## src/sv/drfl_pkg.sv

```systemverilog
// Shared types, constants and codes for the dated rate floor lookup.
`default_nettype none
package drfl_pkg;

    localparam int TABLE_DEPTH = 4096;
    localparam int IDX_W       = $clog2(TABLE_DEPTH);
    localparam int CNT_W       = $clog2(TABLE_DEPTH + 1);

    localparam int HEAD_W  = 64;
    localparam int TAIL_W  = 16;
    localparam int KEY_W   = HEAD_W + TAIL_W;
    localparam int RATE_W  = 40;
    localparam int AMT_W   = 32;
    localparam int LIMIT_W = 31;
    localparam int PROD_W  = 50;
    localparam int ENTRY_W = KEY_W + RATE_W;

    localparam int MUL_A_W = 31;
    localparam int MUL_B_W = 20;
    localparam int MUL_P_W = MUL_A_W + MUL_B_W;
    localparam int ACC_W   = MUL_P_W + 4;
    localparam int SUM_W   = ACC_W + 1;

    localparam logic [LIMIT_W-1:0] LIMIT_RESET = 31'd65536000;
    localparam logic [PROD_W-1:0]  PROD_MAX    = {PROD_W{1'b1}};

    localparam int ADDR_W = 3;
    localparam logic [0:0] REG_AMOUNT_LIMIT = 1'b0;

    typedef enum logic [2:0] {
        STAT_OK         = 3'd0,
        STAT_BAD_DATE   = 3'd1,
        STAT_NEG_AMOUNT = 3'd2,
        STAT_TOO_LARGE  = 3'd3,
        STAT_FULL       = 3'd4
    } status_t;

    typedef enum logic [0:0] {
        CMD_LOAD  = 1'b0,
        CMD_QUERY = 1'b1
    } cmd_t;

    typedef struct packed {
        logic                     cmd;
        logic [HEAD_W-1:0]        date_head;
        logic [TAIL_W-1:0]        date_tail;
        logic signed [AMT_W-1:0]  amount;
        logic [RATE_W-1:0]        rate_in;
    } in_item_t;

    typedef struct packed {
        status_t             status;
        logic                found;
        logic [RATE_W-1:0]   rate_used;
        logic [PROD_W-1:0]   product;
    } out_item_t;

    typedef struct packed {
        logic [KEY_W-1:0]  key;
        logic [RATE_W-1:0] rate;
    } entry_t;

    typedef struct packed {
        logic [MUL_A_W-1:0] a;
        logic [MUL_B_W-1:0] b;
    } mul_req_t;

    typedef enum logic [3:0] {
        ST_IDLE,
        ST_CHECK,
        ST_PROBE,
        ST_CMP,
        ST_RESOLVE,
        ST_SRD,
        ST_SWR,
        ST_INS,
        ST_QRATE,
        ST_MUL_H,
        ST_MUL_L,
        ST_MUL_SUM,
        ST_DONE
    } state_t;

endpackage
`default_nettype wire

```

## src/sv/drfl_mul.sv

```systemverilog
// Shared registered 31 x 20 multiplier used for both rate halves.
`default_nettype none
module drfl_mul (
    input  wire logic                        aclk,
    input  wire drfl_pkg::mul_req_t          req,
    output logic [drfl_pkg::MUL_P_W-1:0]     p
);

    logic [drfl_pkg::MUL_P_W-1:0] p_reg;
    logic [drfl_pkg::MUL_P_W-1:0] p_next;

    assign p_next = drfl_pkg::MUL_P_W'(req.a) * drfl_pkg::MUL_P_W'(req.b);

    always_ff @(posedge aclk) begin
        p_reg <= p_next;
    end

    assign p = p_reg;

endmodule
`default_nettype wire

```

## config.mk

```make
export PLATFORM = sky130hd
export DESIGN_NAME = drfl_mul
export DESIGN_NICKNAME = d
export VERILOG_FILES = /design/src/sv/drfl_pkg.sv /design/src/sv/drfl_mul.sv
export SDC_FILE = /design/constraint.sdc
export NUM_CORES = 2
export LEC_CHECK = 0
export ABC_CLOCK_PERIOD_IN_PS = 8400
export BUFFER_PORTS_ARGS = -buffer_cell sky130_fd_sc_hd__buf_4
export CAP_MARGIN = 20
export CORE_UTILIZATION = 52
export CTS_CLUSTER_DIAMETER = 50
export DETAILED_ROUTE_END_ITERATION = 8
export PLACE_DENSITY = 0.78
export SLEW_MARGIN = 10
export SYNTH_ARGS = -nofsm -noshare
export SYNTH_HDL_FRONTEND = slang
export SYNTH_SLANG_ARGS = --single-unit
```

## constraint.sdc

```tcl
create_clock -name aclk -period 8.4 [get_ports aclk]
set_input_delay 0.84 -clock aclk [delete_from_list [all_inputs] [get_ports aclk]]
set_output_delay 0.84 -clock aclk [all_outputs]
set_load 0.05 [all_outputs]
```

==> flow_summary.ini <==
[drt]
vias = 16140
wl_per_cell_um = 19.24
antenna_left = 0
first_iter_violations = 1163
drc_errors = 0
drt-pass1-iter-count = 6
avgViaCountPerCell = 5.565
drt_wl_total_um = 55820

[critical_path]
cp_slowest_stage_delay_ps = 560
worstPathCellList = buf_4 > nand2_1 > fa_1 > inv_1 > fa_1 > inv_1 > fa_1 > inv_1 > fa_1 > fa_1 > fa_1 > inv_1 > fa_1 > inv_1 > ha_1 > a21o_1 > a21o_1 > a21oi_1 > nor2_1 > a21oi_2 > a31oi_1 > a2111oi_2 > xnor2_1
worst_path_max_delay_cell = fa_1
cpMostUsedCell = fa_1
required_ps = 8630
cp-endpoint = p[47]
startpoint_type = primary input
path_max_fanout = 31
crit_path_start = req[5]
arrival_ps = 7210
cp-end-kind = flip-flop
path_class = primary input to flip-flop

[floorplan]
dieWidth_um = 204.9
rows = 73
die_h_um = 204.9
die-area_mm2 = 0.04200
core_region_area_mm2 = 0.04019
initial_core_util_pct = 53.29
io_pins = 103

[synthesis]
synth_edf_count = 0
yosys_warnings = 0
synth_fp_nets = 3133
synth-seq-cells = 51
synthCells = 2402
synth_area_mm2 = 0.02142
synth.yosys.seq_area_share_pct = 4.767
avgSynthCellArea_um2 = 8.916
synth_flop_cell = dfxtp_1
synth-async-reset-ratio_pct = 0
synth.distinct_cells = 64

[grt]
grt_usage_pct = 28.01
grt_pass1_vias = 17760
antenna_found_initial = 0
grt_max_degree = 32
grt_first_pass_wirelength_um = 90760
overflow = 0

[timing]
fmax_ghz = 0.1434
hold_viol = 0
worst_pin_slew_ps = 630.6
finalCriticalPeriod_ps = 6975
fin_crit_sh_pct = 83.03
maxSlewViolCount = 0
rsz0062_at_grt = no
maxSlewHeadroom_pct = 57.52
setup-violations-final = 0
hold_ws_ps = 947.3
tns_ps = 0

[clock_tree]
cts_setup_buffers = 0
htreeDepth = 2
cts_resized = 0
clk_pin_slew_ps = 80
clock-sinks = 51
cts_tree = built
postCtsHoldBufs = 0
cts_buffer_depth = 2
cts_root_buf = clkbuf_16
numCtsBuffers = 5

[finish]
syn2layout_area_growth_pct = 4.896
final_nets = 3106
drive_gt1_share_pct = 5.976
n_antenna_cell = 0
fin_area_mm2 = 0.02247
multi_input_area_mm2 = 0.01769
final_util_pct = 55.90
largest_reg_flops = 51
seqCellArea_mm2 = 0.001021
fill_cells = 3503

[placement]
port_buffers = 102
placedInstanceArea_mm2 = 0.02231
routabilityCongestion = 0.9164
dp_hpwl_um = 42800

[flow_run]
max_cap_violations = 0

[run_status]
status = finished, final reports clean

[worst_hold_path]
min_path_type = primary input to flip-flop
## cells in the final DEF (no fill, tap or decap), types with 10 or more instances in the layout
master	Yosys	layout
inv_1	580	580
xor2_1	16	16
nand2_1	355	355
o21ai_0	20	20
nand3_1	16	16
fa_1	518	518
nor2_1	26	26
a21o_1	17	17
a21oi_1	54	54
o21bai_1	10	10
and2_1	306	306
xnor2_1	35	35
dfxtp_1	51	51
ha_1	161	161
buf_4	0	102
## critical path: cells and delay by family
family / cells / cell delay, ps
and+or+nand+nor: 2 / 240
AOI/OAI and AO/OA: 6 / 1330
buffers and inverters: 6 / 630
xor gates and xnor gates: 1 / 160
adders and majority gates: 8 / 3980
## through the flow
stage                     setup WS, ps  cells
after floorplan                   1706   2402
after global placement            1262   2893
after detailed placement          1150   2893
after CTS                         1448   2901
after global routing              1111   2901
final                             1425   2901
## synth_stat cells (2+ instances only)
library cell,instances,area [um2]
a211oi_1,2,15.01
dfxtp_1,51,1021
o211ai_1,3,22.52
and2_1,306,1914
and3_1,4,25.02
o31ai_1,2,15.01
a21boi_0,4,30.03
a21o_1,17,127.6
a21oi_2,7,61.31
a31oi_1,5,31.28
nand2_1,355,1333
o21bai_1,10,75.07
clkbuf_2,3,15.01
xnor2_1,35,306.5
nor2b_1,6,37.54
nand3_1,16,80.08
o31ai_2,3,37.54
fa_1,518,10370
clkbuf_1,122,457.9
o21ai_1,6,30.03
o21a_1,5,37.54
a21oi_1,54,270.3
buf_2,11,55.05
xor2_1,16,140.1
a41oi_2,2,32.53
nor3_1,6,30.03
nand4_1,8,50.05
nor2_1,26,97.59
o21ai_0,20,100.1
ha_1,161,2014
and2_4,2,17.52
inv_1,580,2177
a41oi_1,4,35.03
a2111oi_2,2,30.03
## layer usage
layer | track usage (%) | vias to the layer above | part of all wire, %
met1 | 34.11 | 8322 | 37
met5 | 0 | - | 0
met2 | 49.13 | 755 | 51
li1 | - | 6892 | -
met3 | 4.852 | 175 | 7.9
met4 | 11.19 | 0 | 4.8
## cell families after synthesis
group,count (synthesis),share of synthesized area (%)
AOI/OAI and AO/OA,163,5.375
xor gates and xnor gates,51,2.086
adders and majority gates,679,57.83
buffers and inverters,716,12.63
DFF,51,4.767
and+or+nand+nor,742,17.32
## worst min-delay path by stage
stage	to	cells after the start	slack, ps	start
after floorplan	p[0]	2	1160	req[0]
after global placement	p[0]	2	1240	req[20]
after detailed placement	p[0]	2	1250	req[20]
after CTS	p[0]	2	930	req[20]
after global routing	p[0]	2	920	req[20]
final	p[0]	2	950	req[20]
## layout make-up
| class | instances | area share [%] |
|---|---|---|
| multi-input combinational | 1635 | 78.75 |
| inverter | 580 | 9.691 |
| sequential | 51 | 4.545 |
| timing repair buffer | 102 | 3.409 |
| tap | 525 | 2.924 |
| clock buffer | 5 | 0.5569 |
| clock inverter | 3 | 0.1281 |
Power is left out: the tool's default activity adds up to more than one toggle a clock period on the data nets, which glitch-free logic cannot reach.
